[config.mk]
export PLATFORM = sky130hd
export DESIGN_NAME = mfd_scale
export DESIGN_NICKNAME = d
export VERILOG_FILES = /design/src/rtl/mfd_pkg.sv /design/src/rtl/mfd_scale.sv
export SDC_FILE = /design/constraint.sdc
export NUM_CORES = 1
export LEC_CHECK = 0
export ABC_CLOCK_PERIOD_IN_PS = 6200
export BUFFER_PORTS_ARGS = -buffer_cell sky130_fd_sc_hd__clkbuf_2
export CAP_MARGIN = 20
export CORE_MARGIN = 2
export CORE_UTILIZATION = 30
export DETAILED_ROUTE_END_ITERATION = 10
export PLACE_DENSITY_LB_ADDON = 0.2
export SLEW_MARGIN = 15
export SYNTH_ARGS = -nofsm -noshare
export SYNTH_HDL_FRONTEND = slang
export SYNTH_SLANG_ARGS = --single-unit
[constraint.sdc]
create_clock -name clk -period 6.2 [get_ports clk]
set_clock_uncertainty 0.05 [all_clocks]
set_input_delay 0.62 -clock clk [delete_from_list [all_inputs] [get_ports clk]]
set_output_delay 0.62 -clock clk [all_outputs]
set_load 0.01 [all_outputs]
[src/rtl/mfd_pkg.sv]
`timescale 1ns / 1ps
`default_nettype none

package mfd_pkg;

  localparam int IN_TDATA_W  = 72;
  localparam int OUT_TDATA_W = 136;
  localparam int ACC_W       = 48;
  localparam int SCALE_LAT   = 6;

  localparam logic signed [ACC_W-1:0] ACC_MAX = {1'b0, {(ACC_W-1){1'b1}}};
  localparam logic signed [ACC_W-1:0] ACC_MIN = {1'b1, {(ACC_W-1){1'b0}}};

  localparam logic [3:0] LEN_ENDSTOP = 4'd2;
  localparam logic [3:0] LEN_SHORT   = 4'd6;
  localparam logic [3:0] LEN_FULL    = 4'd8;

  localparam logic [3:0] TORQUE_HI_MASK = 4'h0F;

  typedef enum logic [1:0] {
    CLS_OTHER    = 2'd0,
    CLS_BAD_LEN  = 2'd1,
    CLS_ENDSTOP  = 2'd2,
    CLS_FEEDBACK = 2'd3
  } frame_class_t;

  typedef enum logic [2:0] {
    REG_NODE_ID     = 3'd0,
    REG_POS_MIN     = 3'd1,
    REG_POS_MAX     = 3'd2,
    REG_VEL_MIN     = 3'd3,
    REG_VEL_MAX     = 3'd4,
    REG_TORQUE_MIN  = 3'd5,
    REG_TORQUE_MAX  = 3'd6,
    REG_HOME_OFFSET = 3'd7
  } cfg_reg_t;

  // Linear scale settings handed to a scaler: magnitude and sign of the span, and its low end.
  typedef struct packed {
    logic               neg;
    logic        [31:0] mag;
    logic signed [31:0] lo;
  } scale_cfg_t;

  typedef struct packed {
    frame_class_t cls;
    logic         len8;
    logic         stop;
    logic [7:0]   temp;
    logic [7:0]   err;
  } side_t;

  function automatic scale_cfg_t make_scale(input logic signed [31:0] lo,
                                            input logic signed [31:0] hi);
    logic signed [32:0] span;
    logic        [32:0] negspan;
    scale_cfg_t         c;
    span    = {hi[31], hi} - {lo[31], lo};
    negspan = 33'd0 - span;
    c.lo    = lo;
    c.neg   = span[32];
    c.mag   = span[32] ? negspan[31:0] : span[31:0];
    return c;
  endfunction

  function automatic logic signed [ACC_W-1:0] sat48(input logic [ACC_W:0] v);
    if (v[ACC_W] != v[ACC_W-1]) begin
      return v[ACC_W] ? ACC_MIN : ACC_MAX;
    end
    return v[ACC_W-1:0];
  endfunction

endpackage

`default_nettype wire

[src/rtl/mfd_scale.sv]
`timescale 1ns / 1ps
`default_nettype none

// value = lo + floor(raw * span / (2^BITS - 1)), pipelined over six stages.
// The divide by 2^BITS - 1 multiplies by (1 + 2^B)(1 + 2^2B)(1 + 2^4B)...
// with shift-adds, takes the top bits, then fixes the one-low case.
module mfd_scale #(
  parameter int BITS = 12
) (
  input  wire logic                clk,
  input  wire logic                en,
  input  wire mfd_pkg::scale_cfg_t cfg,
  input  wire logic [BITS-1:0]     raw,
  output logic signed [31:0]       value
);

  localparam int XW   = BITS + 32;
  localparam int NDBL = (2 * BITS >= XW) ? 1 : ((4 * BITS >= XW) ? 2 : 3);
  localparam int NB   = BITS << NDBL;
  localparam int ZW   = XW + NB;
  localparam int QW   = XW - BITS + 1;
  localparam logic [BITS:0] DIV = {1'b0, {BITS{1'b1}}};

  logic [XW-1:0] x_q [0:3];
  logic [ZW-1:0] z_q [1:3];
  logic [QW-1:0] q_q;
  logic          rnz_q;

  logic [QW-1:0] qe;
  logic [BITS:0] rem;
  logic [BITS:0] rem_adj;
  logic [QW-1:0] q_fix;
  logic          rnz;
  logic [QW:0]   mag;
  logic [QW:0]   sval;
  logic [QW:0]   sum;

  function automatic logic [ZW-1:0] dbl(input logic [ZW-1:0] v, input int k);
    if (k < NDBL) begin
      return v + (v << (BITS << k));
    end
    return v;
  endfunction

  always_ff @(posedge clk) begin
    if (en) begin
      x_q[0] <= XW'(raw) * XW'(cfg.mag);
      x_q[1] <= x_q[0];
      x_q[2] <= x_q[1];
      x_q[3] <= x_q[2];
      z_q[1] <= dbl(ZW'(x_q[0]), 0);
      z_q[2] <= dbl(z_q[1], 1);
      z_q[3] <= dbl(z_q[2], 2);
      q_q    <= q_fix;
      rnz_q  <= rnz;
      value  <= sum[31:0];
    end
  end

  // Estimate is exact or one low; the low bits of the remainder decide.
  always_comb begin
    qe      = z_q[3][NB +: QW];
    rem     = x_q[3][BITS:0] - {qe[0], {BITS{1'b0}}} + qe[BITS:0];
    rem_adj = rem - DIV;
    if (rem >= DIV) begin
      q_fix = qe + QW'(1);
      rnz   = (rem_adj != '0);
    end else begin
      q_fix = qe;
      rnz   = (rem != '0);
    end
  end

  // Floor towards minus infinity when the span is negative.
  always_comb begin
    mag  = {1'b0, q_q} + (QW + 1)'(cfg.neg & rnz_q);
    sval = cfg.neg ? ((QW + 1)'(0) - mag) : mag;
    sum  = (QW + 1)'(cfg.lo) + sval;
  end

endmodule

`default_nettype wire

* After elaboration in Yosys (flattened, before gate mapping)
Memory sizes are Yosys's and may differ from the RTL's.
Index checks and enable logic that the tools add are counted.
** Storage, ports and cells
- Memories :: 2
- Bits in writable memories :: 452
- Bits in registers :: 65
- Input port bits :: 79
** Cells by class
- Multipliers :: 1
- Reductions and logical operators :: 2
- Mux-type cells :: 10
- Bitwise operators :: 1
- Magnitude comparators :: 1
- Add/subtract/negate cells :: 9
** Memories
- z_q :: words 3, bits a word 92, rd ports 3, clocked after Yosys merged registers in 0, wr ports 3, RTL line mfd_scale.sv:25 : logic [ZW-1:0] z_q [1:3];
- x_q :: words 4, bits a word 44, rd ports 4, clocked after Yosys merged registers in 0, wr ports 4, RTL line mfd_scale.sv:24 : logic [XW-1:0] x_q [0:3];
** Operator list (count)
- $mux W92 :: 3
- $add A92 B92 Y92 :: 1
- $mux W32 :: 2
- $add A44 B56 Y57 :: 1
- $mux W57 :: 1
- $mul A12 B32 Y44 :: 1
- $add A32 B1 Y32 :: 1
- $add A32 B1 Y32 const B :: 1
- $add A32 B32 Y32 :: 1
- $sub A1 B32 Y32 const A :: 1
- $reduce_bool A13 Y1 :: 2
- $add A13 B13 Y13 :: 1
- $ge A13 B12 Y1 const B :: 1
- $sub A13 B12 Y13 const B :: 1
- $sub A13 B13 Y13 :: 1
- $mux W1 :: 4
- $and A1 B1 Y1 :: 1

* Depth between registers and ports, before layout
Gate-level depths: netlist of the first run.
An unclocked memory read counts as a cell.
- Depth in word-level cells :: 6
- Mapped depth :: 25

* Worst setup path before layout of the first run
No wires, ideal clock.
- Path kind :: input -> register
- Start :: input raw[11]
- End :: memory x_q[0][40] (netlist bit) (data pin)
- Stages on the path :: 20
- Path slack :: 0.036 ns
- Arrival :: 5.855 ns
- Setup time :: 0.259 ns
- Path buffers :: 1
- Cells stage by stage :: clkbuf_1 > nand2_1 > fa_1 > fa_1 > inv_1 > fa_1 > fa_1 > inv_1 > fa_1 > inv_1 > ha_1 > and3_1 > a21boi_0 > a41o_1 > o211ai_1 > o21ai_0 > a21oi_1 > o31ai_1 > nor4b_1 > a211o_1
** RTL lines
- start: declaration :: RTL line mfd_scale.sv:13 : input wire logic [BITS-1:0] raw,
- end: declaration :: RTL line mfd_scale.sv:24

==> results of run 1 <==
-- final cells by class --
cell class | instances | area (sq um) | area share, %
clock inverter | 22 | 265 | 0.842
tap | 1186 | 1480 | 4.71
clock buffer | 30 | 729 | 2.32
timing repair buffer | 272 | 1860 | 5.90
inverter | 425 | 1600 | 5.06
sequential | 257 | 7720 | 24.5
multi-input combinational | 2067 | 17900 | 56.7
-- routing by layer --
layer | GRT usage, % | wire [um] | vias up
li1 | - | - | 9874
met2 | 24.2 | 30500 | 291
met1 | 17.6 | 29200 | 9139
met4 | 3.32 | 1610 | 0
met5 | 0 | 0 | -
met3 | 1.05 | 1530 | 76
-- cells in the mapped netlist (43+ instances only) --
cell type,n
nand3_1,56
clkbuf_1,99
xnor2_1,162
and2_1,115
a21oi_1,121
nand2_1,399
edfxtp_1,257
o21ai_0,76
fa_1,302
ha_1,204
a21o_1,58
xor2_1,80
nor3_1,48
nor2_1,103
nand4_1,43
inv_1,424
-- cell families after synthesis --
| kind of cell | share of synthesized area (%) |
|---|---|
| adder cells (fa/ha/maj) | 31.2 |
| AO/OA/AOI/OAI | 9.61 |
| AND/OR/NAND/NOR | 16.0 |
| buffers and inverters | 7.34 |
| XOR/XNOR | 7.68 |
| flip-flops | 28.0 |
| multiplexers | 0.258 |
-- worst paths after layout --
| path | from | to | cells past startpoint |
|---|---|---|---|
| hold / removal | cfg[0] | value[0] | 2 |
| setup reg to reg | rnz_q | value[28] | 21 |
| setup / recovery | raw[8] | x_q[0][41] | 23 |
| hold reg to reg | x_q[2][1] | x_q[3][1] | 0 |
-- power groups by stage --
stage               logic, mW  registers, mW  clock network (mW)
detailed placement       12.9           3.79                   0
global route             14.7           3.80                1.89
floorplan                8.87           3.51                   0
global placement         12.9           3.78                   0
finish                   12.8           3.74                1.78
CTS                      13.0           3.75                1.84
-- registers in the layout, indices dropped and copies added (netlist names) --
name / cells
q_q: 32
rnz_q: 1
z_q: 109
x_q: 83
value: 32
-- metrics by stage --
step	setup WS (ns)	hold WS [ns]	cells
final	0.352	0.308	4259
after global routing	0.00233	0.303	4259
after CTS	0.116	0.267	4258
after detailed placement	-0.502	0.355	4206
after global placement	-0.488	0.351	4206
after floorplan	0.0361	0.350	2859
-- timing repair --
item / in CTS / in global routing
resized for setup: 0 / 2
setup endpoints to repair: 0 / 3
buffers inserted: 0 / 0
==> impl_metrics.toml, run 1 <==
[yosys]
synthFlopType = "edfxtp_1"
async_reset_ff_share_pct = 0
seq_area_frac_synth_pct = 28.0
netlist_top_cells_area = "edfxtp_1 28%, fa_1 22%, ha_1 9.3%"
yosys_warnings = 0
synth_edf_count = 257
synth_cell_type_count = 80
synth.net_count = 3444
synthCells = 2859
syn_avg_cell_area_sq_um = 9.65
synth_area_sq_um = 27600
synth_top_cell_area_share_pct = 28.0
synth_top_area_cell = "edfxtp_1"
synth-seq-cells = 257

[pwr]
vdd_drop_max_mv = 0.324
seqPwrFrac_pct = 20.4
clkPwrFrac_pct = 9.7
p_int_mw = 10.3
total_power_mw = 18.3
switching_share_pct = 43.7
p_comb_share_pct = 69.9
p_sw_mw = 8.01
p_leak_nw = 14.1
power.density_nw_per_um2 = 582

[die]
die-width_um = 307
fp-row-count = 111
die_area_sq_um = 94400
start_util_pct = 30.2
core_sq_um = 91400
die_h_um = 307
ios = 111

[worst_setup_path]
cp_max_fo = 6
critPathMaxStageDelay_ns = 0.53
critPathKind = "input port to register"
worstSetupEndpointType = "register"
crit_path_cell_trace = "clkbuf_2 -> buf_4 -> buf_4 -> nand2_1 -> fa_1 -> fa_1 -> fa_1 -> inv_1 -> fa_1 -> inv_1 -> fa_1 -> inv_1 -> ha_1 -> a21oi_1 -> o21ai_0 -> nand2_1 -> o21bai_1 -> a311o_1 -> o211ai_1 -> o21ai_0 -> buf_4 -> a311oi_1 -> xnor2_1"
cp.required_ns = 6.48
crit_family = "adder cells"
path_common_cell = "fa_1"
cp.arrival_ns = 6.13
reg2reg_setup_slack_ns = 0.99
crit_path_start_kind = "input port"
crit_slowest_cell = "fa_1"
cp_num_buf_inv = 7

[clock_tree]
htreeDepth = 1
cts.sink_count = 257
clkLatencyLatePin_ns = 0.57
cts_hold_buf = 0
numCtsBuffers = 29
clk_transition_reported_paths_ns = 0.06
cts_max_path_buffers = 3
cts_tree = "done"
root_buffer = "clkbuf_16"

[final_layout]
final_cell_mix = "424 x inv_1, 399 x nand2_1, 302 x fa_1"
finish.utilization_pct = 34.5
diodes = 0
fillCellCount = 9464
nets = 3637
mostFrequentLayoutCell = "inv_1"
drive_above_1_share_pct = 11.2
final_area_sq_um = 31500
syn_to_final_growth_pct = 14.2

[timing]
setup_violations = 0
rsz0062_at_grt = "no"
slew_headroom_pct = 44.0
final.setup.tns_ns = 0
min_period_ns = 5.85
tightest_slew_ns = 0.840
max_clock_freq_mhz = 171
post-route-period-util_pct = 94.3
drv_slew = 0
finalHoldViolCount = 0

[route]
wl_per_cell_um = 14.8
drt-total-wl_um = 62900
drt_iter0_drc = 852
vias = 19380
drc = 0
drtPass1Iterations = 5
postRouteAntennaNets = 0
viasPerCell = 4.55

[grt]
antenna_found_initial = 0
grt_pass1_wl_um = 105000
grt_pass1_vias = 20098
overflow = 0
grtUsageTotal_pct = 13.5
grt_max_degree = 130

[place]
placed_area_sq_um = 30500
gp_congestion = 0.824
io_buffers = 110
dp.final_hpwl_um = 52800

[min_path]
hold_path_class = "input port to register"

[flow_run]
drv_cap = 0

[run_status]
outcome = "finished, final reports clean"
Power figures use the tool's default switching activity.
==> run 2: changes to the inputs <==
--- a/config.mk
+++ b/config.mk
@@ -8,3 +8,3 @@
 export ABC_CLOCK_PERIOD_IN_PS = 6200
-export BUFFER_PORTS_ARGS = -buffer_cell sky130_fd_sc_hd__clkbuf_2
+export BUFFER_PORTS_ARGS = -buffer_cell sky130_fd_sc_hd__buf_2
 export CAP_MARGIN = 20
@@ -18 +18,2 @@
 export SYNTH_SLANG_ARGS = --single-unit
+export TNS_END_PERCENT = 10
--- a/constraint.sdc
+++ b/constraint.sdc
@@ -4,2 +4,2 @@
 set_output_delay 0.62 -clock clk [all_outputs]
-set_load 0.01 [all_outputs]
+set_load 0.005 [all_outputs]
==> impl_metrics.toml, run 2 (same netlist as run 1, synthesis figures left out) <==
[timing]
max_clock_freq_mhz = 169
post-route-period-util_pct = 95.3
finalHoldViolCount = 0
hold_slack_ns = 0.309
slew_headroom_pct = 42.9
rsz0062_at_grt = "no"
tightest_slew_ns = 0.857
min_period_ns = 5.91
setup_violations = 0
drv_slew = 0

[place]
gp_congestion = 0.826
dp.final_hpwl_um = 52600
dp.cells = 4199
io_buffers = 110

[grt]
grt_pass1_wl_um = 106000
grt_max_degree = 151
overflow = 0
antenna_found_initial = 0
grtUsageTotal_pct = 13.6
grt_pass1_vias = 20178

[clock_tree]
clk_transition_reported_paths_ns = 0.06
cts.sink_count = 257
htreeDepth = 1
cts_tree = "done"
clkLatencyLatePin_ns = 0.56
cts_max_path_buffers = 3
cts_hold_buf = 0
ctsResizeCount = 0
post_cts_buffers = 0
root_buffer = "clkbuf_16"
numCtsBuffers = 30

[route]
vias = 19548
drt_iter0_drc = 681
drt-total-wl_um = 62900
postRouteAntennaNets = 0
drc = 0
drtPass1Iterations = 5
wl_per_cell_um = 14.8
viasPerCell = 4.59

[pwr]
clkPwrFrac_pct = 9.7
p_sw_mw = 7.96
vdd_drop_max_mv = 0.348
p_int_mw = 10.3
power.density_nw_per_um2 = 580
p_leak_nw = 14.0
p_comb_share_pct = 69.8
seqPwrFrac_pct = 20.5
switching_share_pct = 43.6

[worst_setup_path]
crit_path_cell_trace = "buf_2 -> buf_4 -> nand2_1 -> fa_1 -> inv_1 -> fa_1 -> fa_1 -> fa_1 -> inv_1 -> fa_1 -> inv_1 -> ha_1 -> a21o_1 -> a21oi_1 -> o21ai_0 -> o21bai_1 -> a311o_1 -> o211ai_1 -> o21ai_0 -> buf_4 -> a311oi_1 -> xnor2_1"
cp_max_fo = 7
crit_path_start_kind = "input port"
crit_family = "adder cells"
worstSetupEndpointType = "register"
crit_slowest_cell = "fa_1"
cp.required_ns = 6.45
cp_num_buf_inv = 6
critPathKind = "input port to register"
critPathMaxStageDelay_ns = 0.55
cp.arrival_ns = 6.16
path_common_cell = "fa_1"

[flow_run]
drv_cap = 0

[final_layout]
multi_input_area_sq_um = 17900
final_cell_mix = "424 x inv_1, 399 x nand2_1, 302 x fa_1"
mostFrequentLayoutCell = "inv_1"
regMostFlops = "z_q"
fillCellCount = 9376
instances_no_fill = 4256
seq_area_sq_um = 7720
finish.utilization_pct = 34.4
reg.largest.list = "z_q: 109 flops, x_q: 83 flops"
largest_register_ffs = 109
drive_above_1_share_pct = 11.0
nets = 3631
diodes = 0
syn_to_final_growth_pct = 14.0

[die]
die_h_um = 307
ios = 111
die-width_um = 307
start_util_pct = 30.2
fp-row-count = 111
core_sq_um = 91400
die_area_sq_um = 94400

[min_path]
hold_path_class = "input port to register"

[run_status]
outcome = "finished, final reports clean"
==> run 2: cell count changes in the layout (fill, tap and decap cells not counted), sizes merged <==
cell / delta
clkinvlp: +1
clkbuf: -104
buf: +102
bufinv: -1
inv: -1
==> run 2: worst reg2reg max path, cell delays in order, from the launching register on <==
cell and delay (ns):
edfxtp_1 0.32, and2_1 0.12, ha_1 0.26, ha_1 0.44, nand3_1 0.22, mux2i_1 0.16, o22ai_1 0.22, nor2b_1 0.28
nand4_1 0.30, o21ai_0 0.29, xnor2_1 0.13, ha_1 0.38, nand2_1 0.12, nor2_1 0.22, nor4bb_1 0.42, o21a_1 0.20
o31ai_1 0.13, a21boi_0 0.38, nand3_1 0.13, a21oi_1 0.19, xnor2_1 0.09
==> run 2: layout make-up <==
class                           instances  area share [%]
Multi-Input combinational cell       2067            56.8
Sequential cell                       257            24.5
Timing Repair Buffer                  265            5.68
Inverter                              425            5.07
Tap cell                             1186            4.72
Clock buffer                           35            2.51
Clock inverter                         21           0.692
==> run 2: power by group through the flow <==
stage / combinational, mW / clock, mW / sequential [mW]
floorplan: 8.87 / 0 / 3.48
global placement: 12.8 / 0 / 3.78
detailed placement: 12.8 / 0 / 3.78
CTS: 12.9 / 1.84 / 3.75
global route: 14.6 / 1.90 / 3.79
finish: 12.7 / 1.78 / 3.73
==> run 2: final timing paths <==
path	start	end	slack, ns	cells past startpoint
worst max-delay path	raw[8]	x_q[0][41]	0.29	22
worst min-delay path	cfg[0]	value[0]	0.31	2
worst max register to register	rnz_q	value[31]	0.89	20
worst min register to register	z_q[0][239]	z_q[0][331]	0.37	0
==> run 2: metal layers <==
| layer | up-vias | global-route usage, % | wire length (um) |
|---|---|---|---|
| met3 | 62 | 1.09 | 1600 |
| li1 | 9866 | - | - |
| met4 | 0 | 2.59 | 1010 |
| met1 | 9357 | 17.8 | 29300 |
| met5 | - | 0 | 0 |
| met2 | 263 | 24.6 | 31000 |
==> run 2: metrics by stage <==
| stage | setup TNS (ns) | area [sq um] | setup WS [ns] | total power, mW |
|---|---|---|---|---|
| floorplan | 0 | 27600 | 0.0361 | 12.4 |
| global placement | -2.83 | 30400 | -0.471 | 16.6 |
| detailed placement | -2.94 | 30400 | -0.493 | 16.6 |
| CTS | 0 | 31400 | 0.103 | 18.5 |
| global route | 0 | 31400 | 0.0235 | 20.3 |
| finish | 0 | 31400 | 0.289 | 18.2 |
==> run 3: changes to the inputs <==
ABC_CLOCK_PERIOD_IN_PS = 7010   (was 6200)
clock period = 7.01 ns   (was 6.2 ns; I/O delays follow)
==> impl_metrics.toml, run 3 (same netlist as run 1, synthesis figures left out) <==
[run_status]
outcome = "finished, final reports clean"

[final_layout]
nets = 3512
regMostFlops = "z_q"
drive_above_1_share_pct = 7.29
largest_register_ffs = 109
mostFrequentLayoutCell = "inv_1"
final_cell_mix = "424 x inv_1, 399 x nand2_1, 302 x fa_1"
reg.largest.list = "z_q: 109 flops, x_q: 83 flops"
syn_to_final_growth_pct = 10.2
diodes = 0

[worst_setup_path]
rr_worst_depth = 20
crit_path_start_kind = "input port"
path_common_cell = "fa_1"
r2r_start = "rnz_q"
critPathKind = "input port to register"
cp.arrival_ns = 6.50
reg2reg_setup_slack_ns = 1.79
crit_slowest_cell = "o21ai_0"
crit_path_cell_trace = "buf_2 -> and2_1 -> fa_1 -> inv_1 -> fa_1 -> inv_1 -> fa_1 -> fa_1 -> inv_1 -> fa_1 -> inv_1 -> ha_1 -> and3_1 -> a21boi_0 -> a41o_1 -> o211ai_1 -> o21ai_0 -> a21oi_1 -> o31ai_1 -> nor4b_1 -> a211o_1"
critPathMaxStageDelay_ns = 0.56
worstSetupEndpointType = "register"
worstReg2RegEnd = "value[31]"
crit_family = "adder cells"
cp.required_ns = 7.27
cp_max_fo = 9
cp_num_buf_inv = 5

[clock_tree]
numCtsBuffers = 29
cts.sink_count = 257
cts_hold_buf = 0
post_cts_buffers = 0
clk_transition_reported_paths_ns = 0.06
cts_max_path_buffers = 3
htreeDepth = 1
cts_tree = "done"
ctsResizeCount = 0
root_buffer = "clkbuf_16"
clkLatencyLatePin_ns = 0.57

[min_path]
hold_depth = 0
hold_end = "z_q[0][332]"
worstHoldStart = "z_q[0][240]"
hold_path_class = "register to register"

[route]
drt-total-wl_um = 63700
drtPass1Iterations = 5
vias = 19084
postRouteAntennaNets = 0
drt_iter0_drc = 1013
drc = 0
viasPerCell = 4.61
wl_per_cell_um = 15.4

[place]
dp.final_hpwl_um = 52400
pre_cts_ws_ns = 0.178
io_buffers = 110
gp_congestion = 0.845

[die]
ios = 111
fp-row-count = 111
start_util_pct = 30.2
die_h_um = 307
core_sq_um = 91400
die-width_um = 307
die_area_sq_um = 94400

[pwr]
vdd_drop_max_mv = 0.255
p_leak_nw = 13.4
power.density_nw_per_um2 = 488

[timing]
tightest_slew_ns = 1.09
finalHoldViolCount = 0
rsz0062_at_grt = "no"
min_period_ns = 6.25
post-route-period-util_pct = 89.1
timing.final.ws_setup_ns = 0.762
setup_violations = 0
drv_slew = 0
max_clock_freq_mhz = 160
slew_headroom_pct = 27.6
final.setup.tns_ns = 0

[flow_run]
drv_cap = 0

[grt]
overflow = 0
grt_max_degree = 141
grt_pass1_vias = 19562
grt_pass1_wl_um = 105000
antenna_found_initial = 0
grtUsageTotal_pct = 13.7
run 3: where the power goes:
part / leakage [nW] / switching, mW / internal [mW]
sequential: 2.51 / 0.471 / 2.83
combinational: 10.4 / 5.74 / 4.33
clock: 0.444 / 0.615 / 0.841
run 3: routing by layer:
layer | GRT usage [%] | wire length [um] | vias up
li1 | - | - | 9619
met1 | 18.1 | 29800 | 9082
met2 | 24.2 | 30600 | 314
met3 | 1.20 | 2010 | 69
met4 | 3.10 | 1300 | 0
met5 | 0 | 0 | -
run 3: worst max-delay path by stage:
stage | end | slack, ns | cells after the start | start
finish | x_q[0][40] | 0.76 | 21 | raw[8]
global route | x_q[0][40] | 0.33 | 21 | raw[7]
CTS | x_q[0][40] | 0.76 | 21 | raw[8]
detailed placement | x_q[0][40] | 0.18 | 20 | cfg[37]
global placement | x_q[0][40] | 0.25 | 20 | raw[5]
floorplan | x_q[0][40] | 0.77 | 20 | raw[11]
run 3: final cells by class:
| type | instances | area [sq um] |
|---|---|---|
| multi-input cells | 2067 | 17800 |
| fillers | 9479 | 61000 |
| repair buffers | 147 | 851 |
| clock inverters | 18 | 166 |
| clock buffers | 36 | 752 |
| flip-flops and latches | 257 | 7720 |
| inverters | 425 | 1600 |
| well taps | 1186 | 1480 |
run 3: per-stage QoR:
step                power, mW  area, sq um  hold slack, ns  cells  util [%]
global route             16.6        30400           0.359   4136      33.3
global placement         13.5        29500           0.353   4082      32.3
floorplan                10.9        27600           0.350   2859         -
CTS                      15.0        30400           0.344   4136      33.3
finish                   14.8        30400           0.365   4136      33.3
detailed placement       13.5        29500           0.355   4082      32.3
